File: config.mk
export PLATFORM = sky130hd
export DESIGN_NAME = tcw_ctrl
export DESIGN_NICKNAME = d
export VERILOG_FILES = /design/src/tcw_pkg.sv /design/src/tcw_ctrl.sv
export SDC_FILE = /design/constraint.sdc
export NUM_CORES = 1
export LEC_CHECK = 0
export BUFFER_PORTS_ARGS = -buffer_cell sky130_fd_sc_hd__buf_2
export CORE_AREA = 4 4 45 47
export CTS_CLUSTER_DIAMETER = 40
export DETAILED_ROUTE_END_ITERATION = 7
export DIE_AREA = 0 0 49 51
export PLACE_DENSITY = 0.74
export SLEW_MARGIN = 10
export SYNTH_ARGS = -nofsm -noshare
export SYNTH_HDL_FRONTEND = slang
export SYNTH_SLANG_ARGS = --single-unit
File: constraint.sdc
create_clock -name clk -period 2.6 [get_ports clk]
set_input_delay 0.78 -clock clk [delete_from_list [all_inputs] [get_ports clk]]
set_output_delay 0.78 -clock clk [all_outputs]
set_load 0.1 [all_outputs]
File: src/tcw_pkg.sv
// tcw_pkg: shared constants, field widths and controller/datapath structs
// for the text console writer. No dependencies.

package tcw_pkg;

  localparam int COLUMNS_DEFAULT = 80;
  localparam int ROWS_DEFAULT    = 25;

  localparam int MODE_W    = 2;
  localparam int CHAR_W    = 8;
  localparam int INDEX_W   = 11;
  localparam int ROW_OUT_W = 5;
  localparam int COL_OUT_W = 7;
  localparam int COLOR_W   = 8;
  localparam int CELL_W    = CHAR_W + COLOR_W;

  localparam logic [MODE_W-1:0] MODE_PUT   = 2'd0;
  localparam logic [MODE_W-1:0] MODE_CLEAR = 2'd1;
  localparam logic [MODE_W-1:0] MODE_READ  = 2'd2;

  localparam logic [CHAR_W-1:0]  SPACE_CHAR       = 8'h20;
  localparam logic [CHAR_W-1:0]  NEWLINE_CHAR     = 8'h0A;
  localparam logic [COLOR_W-1:0] TEXT_COLOR_RESET = 8'h0F;

  // controller -> datapath
  typedef struct packed {
    logic capture;        // latch request fields
    logic sweep_all;      // sweep pointer to first cell
    logic sweep_copy;     // sweep pointer to first cell of row 1
    logic sweep_last_row; // sweep pointer to first cell of bottom row
    logic fill_step;      // write a blank at sweep pointer, advance
    logic copy_read;      // read at sweep pointer for scroll, advance
    logic newline;        // column to 0, row up unless on last row
    logic write_char;     // write character at cursor, advance column
    logic read_cell;      // read cell chosen by the request
    logic load_result;    // load output register
  } tcw_cmd_t;

  // datapath -> controller
  typedef struct packed {
    logic [MODE_W-1:0] mode;
    logic              is_newline;
    logic              line_full;
    logic              last_row;
    logic              sweep_done;
  } tcw_stat_t;

endpackage

File: src/tcw_ctrl.sv
// tcw_ctrl: sequencing state machine for the text console writer.
// Depends on tcw_pkg (command and status structs, mode codes).

module tcw_ctrl import tcw_pkg::*; (
  input  logic      clk,
  input  logic      rst,
  input  logic      req_valid,
  output logic      req_ready,
  output logic      rsp_valid,
  input  logic      rsp_ready,
  output tcw_cmd_t  cmd,
  input  tcw_stat_t stat
);

  typedef enum logic [9:0] {
    S_INIT         = 10'b00_0000_0001,
    S_IDLE         = 10'b00_0000_0010,
    S_DECODE       = 10'b00_0000_0100,
    S_WRITE        = 10'b00_0000_1000,
    S_READ         = 10'b00_0001_0000,
    S_FILL         = 10'b00_0010_0000,
    S_SCROLL_COPY  = 10'b00_0100_0000,
    S_SCROLL_FLUSH = 10'b00_1000_0000,
    S_SCROLL_FILL  = 10'b01_0000_0000,
    S_DONE         = 10'b10_0000_0000
  } state_t;

  state_t state, state_next;
  logic   rsp_valid_next;

  always_comb begin
    state_next     = state;
    cmd            = '0;
    req_ready      = 1'b0;
    rsp_valid_next = rsp_valid && !rsp_ready;
    unique case (state)
      S_INIT: begin
        cmd.fill_step = 1'b1;
        if (stat.sweep_done) state_next = S_IDLE;
      end
      S_IDLE: begin
        req_ready = 1'b1;
        if (req_valid) begin
          cmd.capture = 1'b1;
          state_next  = S_DECODE;
        end
      end
      S_DECODE: begin
        unique case (stat.mode)
          MODE_PUT: begin
            if (stat.is_newline || stat.line_full) begin
              cmd.newline = 1'b1;
              if (stat.last_row) begin
                cmd.sweep_copy = 1'b1;
                state_next     = S_SCROLL_COPY;
              end else begin
                state_next = stat.is_newline ? S_DONE : S_WRITE;
              end
            end else begin
              state_next = S_WRITE;
            end
          end
          MODE_CLEAR: begin
            cmd.sweep_all = 1'b1;
            state_next    = S_FILL;
          end
          MODE_READ: state_next = S_READ;
          default:   state_next = S_DONE;
        endcase
      end
      S_WRITE: begin
        cmd.write_char = 1'b1;
        state_next     = S_DONE;
      end
      S_READ: begin
        cmd.read_cell = 1'b1;
        state_next    = S_DONE;
      end
      S_FILL: begin
        cmd.fill_step = 1'b1;
        if (stat.sweep_done) state_next = S_DONE;
      end
      S_SCROLL_COPY: begin
        cmd.copy_read = 1'b1;
        if (stat.sweep_done) state_next = S_SCROLL_FLUSH;
      end
      S_SCROLL_FLUSH: begin
        // last copied cell is written back this cycle
        cmd.sweep_last_row = 1'b1;
        state_next         = S_SCROLL_FILL;
      end
      S_SCROLL_FILL: begin
        cmd.fill_step = 1'b1;
        if (stat.sweep_done) state_next = stat.is_newline ? S_DONE : S_WRITE;
      end
      S_DONE: begin
        if (!rsp_valid || rsp_ready) begin
          cmd.load_result = 1'b1;
          rsp_valid_next  = 1'b1;
          state_next      = S_IDLE;
        end
      end
      default: state_next = S_INIT;
    endcase
  end

  always_ff @(posedge clk) begin
    if (rst) begin
      state     <= S_INIT;
      rsp_valid <= 1'b0;
    end else begin
      state     <= state_next;
      rsp_valid <= rsp_valid_next;
    end
  end

`ifndef SYNTHESIS
  a_accept_decodes: assert property (@(posedge clk) disable iff (rst)
    (state == S_IDLE && req_valid) |=> state == S_DECODE)
    else $error("accepted request not decoded");

  a_rsp_from_done: assert property (@(posedge clk) disable iff (rst)
    $rose(rsp_valid) |-> $past(state == S_DONE))
    else $error("result raised outside completion");

  a_write_not_full: assert property (@(posedge clk) disable iff (rst)
    state == S_WRITE |-> !stat.line_full)
    else $error("character write on a full line");

  a_scroll_last_row: assert property (@(posedge clk) disable iff (rst)
    (state == S_DECODE && state_next == S_SCROLL_COPY) |-> stat.last_row)
    else $error("scroll started away from last row");
`endif

endmodule

==> results of run 1 <==
## path summary, 6_finish.rpt
| path | cells past startpoint | startpoint | slack (ns) | to |
|---|---|---|---|---|
| max | 5 | state[9]$_SDFFE_PP0P_ | -0.17 | cmd[4] |
| min | 2 | rsp_valid$_SDFF_PP0_ | 0.51 | rsp_valid$_SDFF_PP0_ |
| max reg2reg | 7 | state[5]$_SDFFE_PP0P_ | 0.44 | state[8]$_SDFFE_PP0P_ |
| min reg2reg | 2 | rsp_valid$_SDFF_PP0_ | 0.51 | rsp_valid$_SDFF_PP0_ |
## Yosys cell counts
master / count / area (sq um)
inv_1: 6 / 22.5
nor4b_1: 2 / 17.5
or4b_1: 1 / 10.0
and4_1: 1 / 8.76
dfxtp_1: 11 / 220
mux2_2: 1 / 11.3
nand3_1: 2 / 10.0
nor4_1: 4 / 25.0
or3_1: 1 / 6.26
a21oi_1: 7 / 35.0
a31oi_2: 1 / 12.5
nand2_1: 3 / 11.3
a21boi_0: 1 / 7.51
nand4b_1: 1 / 8.76
nor2b_1: 1 / 6.26
a2111o_1: 1 / 11.3
nor3_1: 9 / 45.0
o41ai_1: 1 / 8.76
a2111oi_1: 1 / 10.0
nor2_1: 9 / 33.8
nand3_2: 1 / 10.0
o21ai_0: 3 / 15.0
xor2_1: 2 / 17.5
nand4_1: 5 / 31.3
xnor2_1: 1 / 8.76
a211o_1: 1 / 8.76
or4_1: 3 / 22.5
or4_4: 3 / 33.8
buf_2: 4 / 20.0
o211ai_1: 2 / 15.0
o22ai_1: 1 / 6.26
clkbuf_1: 3 / 11.3
o21ai_1: 3 / 15.0
a31o_1: 1 / 8.76
and4b_1: 1 / 10.0
nand2b_1: 5 / 31.3
## metrics by stage
| step | utilization (%) | setup TNS (ns) | cell area [sq um] | cells |
|---|---|---|---|---|
| final | 84.2 | -0.386 | 1390 | 160 |
| after CTS | 79.9 | -0.289 | 1320 | 156 |
| after floorplan | - | -1.52 | 888 | 103 |
| after global placement | 74.8 | 0 | 1240 | 147 |
| after global routing | 84.2 | -0.841 | 1390 | 160 |
| after detailed placement | 74.8 | 0 | 1240 | 147 |
## registers in the layout (all words and copies together), names as in the netlist
name and flops:
state 10, rsp_valid 1
## final cells by class
class,count,area [sq um]
sequential,11,226
tap,17,21.3
inverter,6,33.8
fill,91,262
clock buffer,4,26.3
multi-input combinational,79,632
timing repair buffer,43,450
## cells by family after synthesis
logic type                after synthesis  synth area share [%]
xor gates and xnor gates                3                  3.34
DFF                                    11                  28.0
AOI/OAI and AO/OA                      23                  19.6
buffers and inverters                  13                  6.84
muxes                                   1                  1.43
and+or+nand+nor                        52                  40.9
## repair_timing
action,4_1_cts,5_1_grt
pin swaps,7,6
setup buffers,5,4
cloned,0,0
endpoints found under the setup margin,6,9
resized for setup,5,13
endpoints found under the hold margin,0,0
## layer usage
metal  GRT usage [%]  vias to the layer above
met4            9.87                        0
met5               0                        -
met1            27.3                      471
met3            4.08                       14
met2            39.3                       55
li1                -                      470
## where the power goes
group          internal [mW]  total, mW  switching [mW]
clock                 0.0595      0.119          0.0592
sequential             0.187      0.202          0.0152
combinational          0.216      0.524           0.308
total                  0.462      0.845           0.382
## worst max-delay path: stages (launching register included)
cell        delay, ns
dfxtp_1          0.31
or4_4            0.54
buf_6            0.14
or4_4            0.45
clkinvlp_4       0.11
buf_12           0.16
## cell usage in the layout (no fill, tap or decap), types with 3 or more instances in the layout
cell | netlist | routed
a21oi_1 | 7 | 7
buf_12 | 0 | 11
buf_2 | 4 | 10
buf_4 | 0 | 18
buf_6 | 0 | 4
clkbuf_4 | 0 | 3
clkinvlp_4 | 0 | 3
dfxtp_1 | 11 | 6
dfxtp_2 | 0 | 5
nand2b_1 | 5 | 5
nand4_1 | 5 | 5
nor2_1 | 9 | 6
nor3_1 | 9 | 9
nor4_4 | 0 | 3
o21ai_0 | 3 | 3
o21ai_1 | 3 | 3
or4_4 | 3 | 4
==> out/results.ini, run 1 <==
[global_route]
gr-usage-all-layers_pct = 22.7
grt_pass1_wl_um = 4470
grt_max_degree = 12
grt-ovfl-total = 0
antenna_found_initial = 0
grt_pass1_vias = 947

[setup_path]
critPathRequiredTime_ns = 1.82
critPathLaunchType = flop
path_max_fanout = 4
crit_arrival_ns = 1.99
end_kind = primary output
worstSetupPathType = flop to primary output

[timing]
fin_ws_ns = -0.169
fin_skew_ns = 0.00350
timing.final.crit_period_ns = 2.77
relSlewSlack_pct = 69.4
rsz0062_at_grt = true
hold_viol = 0
timing.hold.ws_ns = 0.515
fmax_mhz = 361
final-max-slew-violation-count = 0
min_period_over_period_pct = 106
setup_viol = 4
worst_pin_slew_ns = 0.453

[routing]
drt-met1-wl_um = 1210
wire_per_inst_um = 18.7
route.vias.total = 1010
wl_um = 2990
wl_met2_um = 1450
top_layer = met4
viasPerCell = 6.31
firstDrtPassIters = 4
drc = 0
wl_met3_um = 190
dr.first_iter.drc_count = 62
ant_nets = 0

[synthesis]
synthCells = 103
seq_area_frac_synth_pct = 28.0
synth_fp_nets = 113
ys_seq_elements = 11
syn_area_per_cell_sq_um = 7.64
synthDistinctLibCells = 36
synth_area_sq_um = 787
ys_warn_count = 0

[floorplan]
dieArea_sq_um = 2500
fp-row-count = 15
start_util_pct = 47.7
fp.dieH_um = 51
core_sq_um = 1650
die_w_um = 49
boundaryPins = 22

[power_and_ir_drop]
vdd_drop_max_mv = 0.565
power_density_nw_per_um2 = 608
finalPower_mw = 0.845
p_leak_nw = 0.546

[placement]
place_congestion = 0.930
pre_cts_slack_ns = 0.0226
dp_hpwl_um = 1990
port_buffers = 21

[clocking]
cts_tree = yes
cts_buffers = 3
hold_buffers = 0
cts_max_level = 1
cts_buffer_depth = 2
clk_pin_slew_ns = 0.07
clk_latency_ns = 0.27
cts_root_buffer = clkbuf_4
cts_sinks = 11

[run]
cap_viol_max_count = 0

[run_status]
outcome = finished, violations left
failed_checks = negative setup slack

[layout]
drive_gt1_share_pct = 52.4
n_antenna_cell = 0
synthToLayoutAreaGrowth_pct = 76.6
nets = 154

[min_path]
min_path_type = flop to flop

Power figures use the tool's default switching activity.
==> inputs of run 2 (changes only) <==
Settings changed: RECOVER_POWER set to 100.
Clock period 2.6 ns to 2.9 ns, I/O delays scaled along.
==> out/results.ini, run 2 (synthesized netlist as in run 1, its figures left out) <==
[run_status]
outcome = finished, violations left
failed_checks = negative setup slack

[routing]
viasPerCell = 6.74  ; +6.8%
drc = 0  ; unchanged
wire_per_inst_um = 17.3  ; -7.4%
firstDrtPassIters = 4  ; unchanged
dr.first_iter.drc_count = 60  ; -3.2%
ant_nets = 0  ; unchanged
wl_um = 2530  ; -16%
route.vias.total = 984  ; -2.6%

[timing]
fin_ws_ns = -0.0193  ; +0.149 ns
setup_viol = 1  ; -3
timing.final.crit_period_ns = 2.92
min_period_over_period_pct = 101
fin_skew_ns = 0.00236  ; -0.00114 ns
relSlewSlack_pct = 67.9  ; -1.5 points
hold_viol = 0  ; unchanged
worst_pin_slew_ns = 0.485  ; +0.0322 ns
fmax_mhz = 343
rsz0062_at_grt = true
final-max-slew-violation-count = 0  ; unchanged

[placement]
dp_hpwl_um = 1820  ; -8.5%
port_buffers = 21  ; unchanged
place_congestion = 0.911  ; -2.0%
dp.cells = 140  ; -4.8%

[global_route]
grt_pass1_vias = 877  ; -7.4%
grt-ovfl-total = 0  ; unchanged
antenna_found_initial = 0  ; unchanged
grt_pass1_wl_um = 4060  ; -9.3%
grt_max_degree = 13  ; +1
gr-usage-all-layers_pct = 20.6  ; -2.2 points

[setup_path]
r2r_end = state[8]$_SDFFE_PP0P_
cp_slowest_stage_delay_ns = 0.58  ; +0.04 ns
rr_startpoint = state[1]$_SDFFE_PP0P_
crit_arrival_ns = 2.05  ; +0.06 ns
reg2reg_depth = 5  ; -2
ff2ff_setup_slack_ns = 0.72  ; +0.28 ns
critPathLaunchType = flop
worstSetupPathType = flop to primary output
crit_chain = or4_4 -> or4b_4 -> clkinvlp_4 -> buf_12
path_max_fanout = 7  ; +3
crit_slowest_cell = or4_4
critPathRequiredTime_ns = 2.03  ; +0.21 ns
end_kind = primary output

[run]
cap_viol_max_count = 0  ; unchanged

[layout]
mostFrequentLayoutCell = buf_2
fin_cells = 146  ; -8.8%
final_cell_mix = 15 x buf_2, 9 x nor3_1, 8 x buf_4
n_fill_cell = 134  ; +47%
synthToLayoutAreaGrowth_pct = 46.3
top_register = state
drive_gt1_share_pct = 42.6  ; -9.8 points
nets = 140  ; -9.1%
top_regs = state x10, rsp_valid x1
largest_reg_flops = 10  ; unchanged
multi_input_area_sq_um = 599  ; -5.1%
final-seq-area_sq_um = 228  ; +0.55%
n_antenna_cell = 0  ; unchanged

[clocking]
cts_max_level = 1  ; unchanged
cts_tree = yes
clk_pin_slew_ns = 0.08  ; about the same
cts_root_buffer = clkbuf_4
cts_buffers = 3  ; unchanged
hold_buffers = 0  ; unchanged
cts_sinks = 11  ; unchanged
clk_latency_ns = 0.28  ; about the same
cts_buffer_depth = 2  ; unchanged

[floorplan]
fp-row-count = 15  ; unchanged
fp.dieH_um = 51  ; unchanged
dieArea_sq_um = 2500  ; unchanged
start_util_pct = 47.7  ; unchanged
boundaryPins = 22  ; unchanged
core_sq_um = 1650  ; unchanged
die_w_um = 49  ; unchanged

[min_path]
hold_end = rsp_valid$_SDFF_PP0_
holdPathStages = 2  ; unchanged
min_path_type = flop to flop
hold_start = rsp_valid$_SDFF_PP0_

[power_and_ir_drop]
finalPower_mw = 0.697  ; -17%
p_leak_nw = 0.463  ; -15%
vdd_drop_max_mv = 0.609  ; +7.9%
power_density_nw_per_um2 = 605  ; -0.36%

[run 2: critical path: cells and delay by family, from the launching register on]
family | cells | cell delay, ns
buf+inv | 2 | 0.26
simple gates | 2 | 1.12
flops | 1 | 0.38
[run 2: metrics by stage]
| stage | worst slack, ns | setup TNS, ns | hold WS, ns | instance area, sq um | utilization, % |
|---|---|---|---|---|---|
| floorplan | -0.755 | -0.806 | 0.577 | 883 | - |
| global placement | 0.213 | 0 | 0.497 | 1090 | 65.9 |
| detailed placement | 0.172 | 0 | 0.520 | 1090 | 65.9 |
| CTS | -0.0330 | -0.0330 | 0.531 | 1120 | 67.9 |
| global route | -0.0476 | -0.0476 | 0.577 | 1150 | 69.7 |
| finish | -0.0193 | -0.0193 | 0.523 | 1150 | 69.7 |
[run 2: power by group]
part | switching, mW | internal, mW | total, mW
logic | 0.221 | 0.147 | 0.368
clock network | 0.0600 | 0.0534 | 0.113
registers | 0.0458 | 0.170 | 0.216
total | 0.326 | 0.370 | 0.697
[run 2: layout make-up]
type / count / share of cell area [%]
Clock buffer: 4 / 2.28
Inverter: 6 / 2.93
Multi-Input combinational cell: 79 / 52.1
Sequential cell: 11 / 19.8
Tap cell: 17 / 1.85
Timing Repair Buffer: 29 / 21.1
[run 2: worst max-delay path by stage]
stage	from	to	slack (ns)	depth (start not counted)
after global routing	state[1]$_SDFFE_PP0P_	cmd[6]	-0.05	4
after CTS	state[1]$_SDFFE_PP0P_	cmd[6]	-0.03	4
after floorplan	state[0]$_SDFFE_PP1P_	cmd[7]	-0.75	6
after detailed placement	state[1]$_SDFFE_PP0P_	cmd[6]	0.17	4
after global placement	state[1]$_SDFFE_PP0P_	cmd[6]	0.21	4
final	state[1]$_SDFFE_PP0P_	cmd[6]	-0.02	4
[run 2: timing repair]
item / 4_1_cts / 5_1_grt
resized for setup: 3 / 5
pin swaps: 1 / 3
setup endpoints to repair: 2 / 4
buffers inserted: 0 / 2
[run 2: layer usage]
| metal | wire (um) | up-vias | GRT usage (%) |
|---|---|---|---|
| met5 | 0 | - | 0 |
| met4 | 65 | 0 | 11.7 |
| met3 | 300 | 11 | 4.37 |
| met2 | 1120 | 72 | 32.0 |
| met1 | 1040 | 458 | 26.2 |
| li1 | - | 443 | - |
==> inputs of run 3 (changes only) <==
Settings changed: CORE_AREA 4 4 45 47 to 4 4 47 49, DIE_AREA 0 0 49 51 to 0 0 51 53, PLACE_DENSITY 0.74 to 0.69.
==> out/results.ini, run 3 (synthesized netlist as in run 1, its figures left out) <==
[layout]
n_antenna_cell = 0  ; unchanged
final-seq-area_sq_um = 233  ; +2.2%
multi_input_area_sq_um = 587  ; -2.1%
nets = 145  ; +3.6%
drive_gt1_share_pct = 44.0  ; +1.4 points
n_fill_cell = 160  ; +19%
top_register = state
final_cell_mix = 11 x buf_2, 11 x buf_4, 9 x nor3_1
largest_reg_flops = 10  ; unchanged
final_util_pct = 62.8  ; -6.9 points
synthToLayoutAreaGrowth_pct = 48.5
top_regs = state x10, rsp_valid x1

[global_route]
grt-ovfl-total = 0  ; unchanged
grt_max_degree = 13  ; unchanged
grt_pass1_vias = 910  ; +3.8%
antenna_found_initial = 0  ; unchanged
grt_pass1_wl_um = 4160  ; +2.5%
gr-usage-all-layers_pct = 20.5  ; -0.062 points

[routing]
drc = 0  ; unchanged
dr.first_iter.drc_count = 43  ; -28%
route.vias.total = 952  ; -3.3%
wl_um = 2500  ; -0.95%
wire_per_inst_um = 15.5  ; -10%
viasPerCell = 5.91  ; -12%
ant_nets = 0  ; unchanged
firstDrtPassIters = 4  ; unchanged

[run]
cap_viol_max_count = 0  ; unchanged

[min_path]
min_path_type = flop to flop
hold_start = rsp_valid$_SDFF_PP0_

[clocking]
cts_sinks = 11  ; unchanged
cts_root_buffer = clkbuf_4
clk_latency_ns = 0.28  ; about the same
clk_pin_slew_ns = 0.07  ; about the same
cts_max_level = 1  ; unchanged
cts_tree = yes
hold_buffers = 0  ; unchanged
cts_buffers = 3  ; unchanged
cts_buffer_depth = 2  ; unchanged

[placement]
port_buffers = 21  ; unchanged
place_congestion = 0.936  ; +2.8%
dp_hpwl_um = 1780  ; -2.3%

[setup_path]
critPathRequiredTime_ns = 2.03  ; about the same
end_kind = primary output
path_max_fanout = 8  ; +1
rr_startpoint = state[2]$_SDFFE_PP0P_
crit_arrival_ns = 2.01  ; -0.04 ns
crit_path_start = state[2]$_SDFFE_PP0P_
worstSetupPathType = flop to primary output
ff2ff_setup_slack_ns = 0.53  ; -0.19 ns
critPathLaunchType = flop

[timing]
relSlewSlack_pct = 23.2  ; -45 points
fin_skew_ns = 0.00507  ; +0.00271 ns
fmax_mhz = 348  ; +1.5%
rsz0062_at_grt = false
hold_viol = 0  ; unchanged
timing.final.crit_period_ns = 2.88  ; -0.0426 ns
final-max-slew-violation-count = 0  ; unchanged
worst_pin_slew_ns = 1.16  ; +0.671 ns
setup_viol = 0  ; -1
min_period_over_period_pct = 99.2  ; -1.5 points

[power_and_ir_drop]
power_density_nw_per_um2 = 561  ; -7.3%
vdd_drop_max_mv = 0.530  ; -13%
finalPower_mw = 0.656  ; -5.8%
p_leak_nw = 0.466  ; +0.50%

[run_status]
outcome = finished, final reports clean

[floorplan]
fp.dieH_um = 53  ; +3.9%
die_w_um = 51  ; +4.1%
dieArea_sq_um = 2700  ; +8.2%
start_util_pct = 42.3  ; -5.4 points
boundaryPins = 22  ; unchanged
core_sq_um = 1860  ; +13%
fp-row-count = 16  ; +1

==> run 3: cell types whose count changed in the layout (fill, tap and decap cells not counted), sizes merged <==
| cell | change |
|---|---|
| buf | -2 |
| clkbuf | +7 |
==> run 3: what timing repair did <==
item / CTS / global route
gates resized for setup: 7 / 7
endpoints found under the setup margin: 5 / 4
pin swaps: 2 / 5
setup buffers: 2 / 5
==> run 3: routing by layer <==
metal	part of all wire [%]	routed length, um	track usage, %
met1	41	1030	25.9
met2	48	1210	31.5
met3	7.8	194	5.07
met4	2.8	69	11.7
met5	0	0	0
==> run 3: critical path, stage by stage (launching register included) <==
cell	delay [ns]
dfxtp_4	0.38
or4_4	0.55
or4b_4	0.53
clkinvlp_4	0.10
buf_12	0.16
==> run 3: power by group <==
| group | internal [mW] | leakage, nW | switching (mW) | total, mW |
|---|---|---|---|---|
| clock | 0.0535 | 0.0150 | 0.0568 | 0.110 |
| combinational | 0.119 | 0.359 | 0.216 | 0.335 |
| sequential | 0.167 | 0.0918 | 0.0445 | 0.211 |
==> run 3: final timing paths <==
| check | endpoint | depth (start not counted) |
|---|---|---|
| max | cmd[6] | 4 |
| min | rsp_valid$_SDFF_PP0_ | 2 |
| max reg2reg | state[6]$_SDFFE_PP0P_ | 6 |
| min reg2reg | rsp_valid$_SDFF_PP0_ | 2 |
==> run 3: layout make-up <==
| class | instances | share of cell area [%] |
|---|---|---|
| Multi-Input combinational cell | 79 | 50.2 |
| Timing Repair Buffer | 34 | 21.8 |
| Sequential cell | 11 | 19.9 |
| Inverter | 6 | 2.89 |
| Tap cell | 27 | 2.89 |
| Clock buffer | 4 | 2.25 |
==> run 3: per-stage QoR <==
stage / area, sq um / instances / TNS (ns) / hold slack, ns / setup slack, ns
floorplan: 883 / 103 / -0.806 / 0.577 / -0.755
finish: 1170 / 161 / 0 / 0.520 / 0.0233
global placement: 1090 / 150 / 0 / 0.501 / 0.212
global route: 1170 / 161 / 0 / 0.569 / 0.00286
detailed placement: 1090 / 150 / 0 / 0.517 / 0.184
CTS: 1140 / 156 / -0.00360 / 0.525 / -0.00360
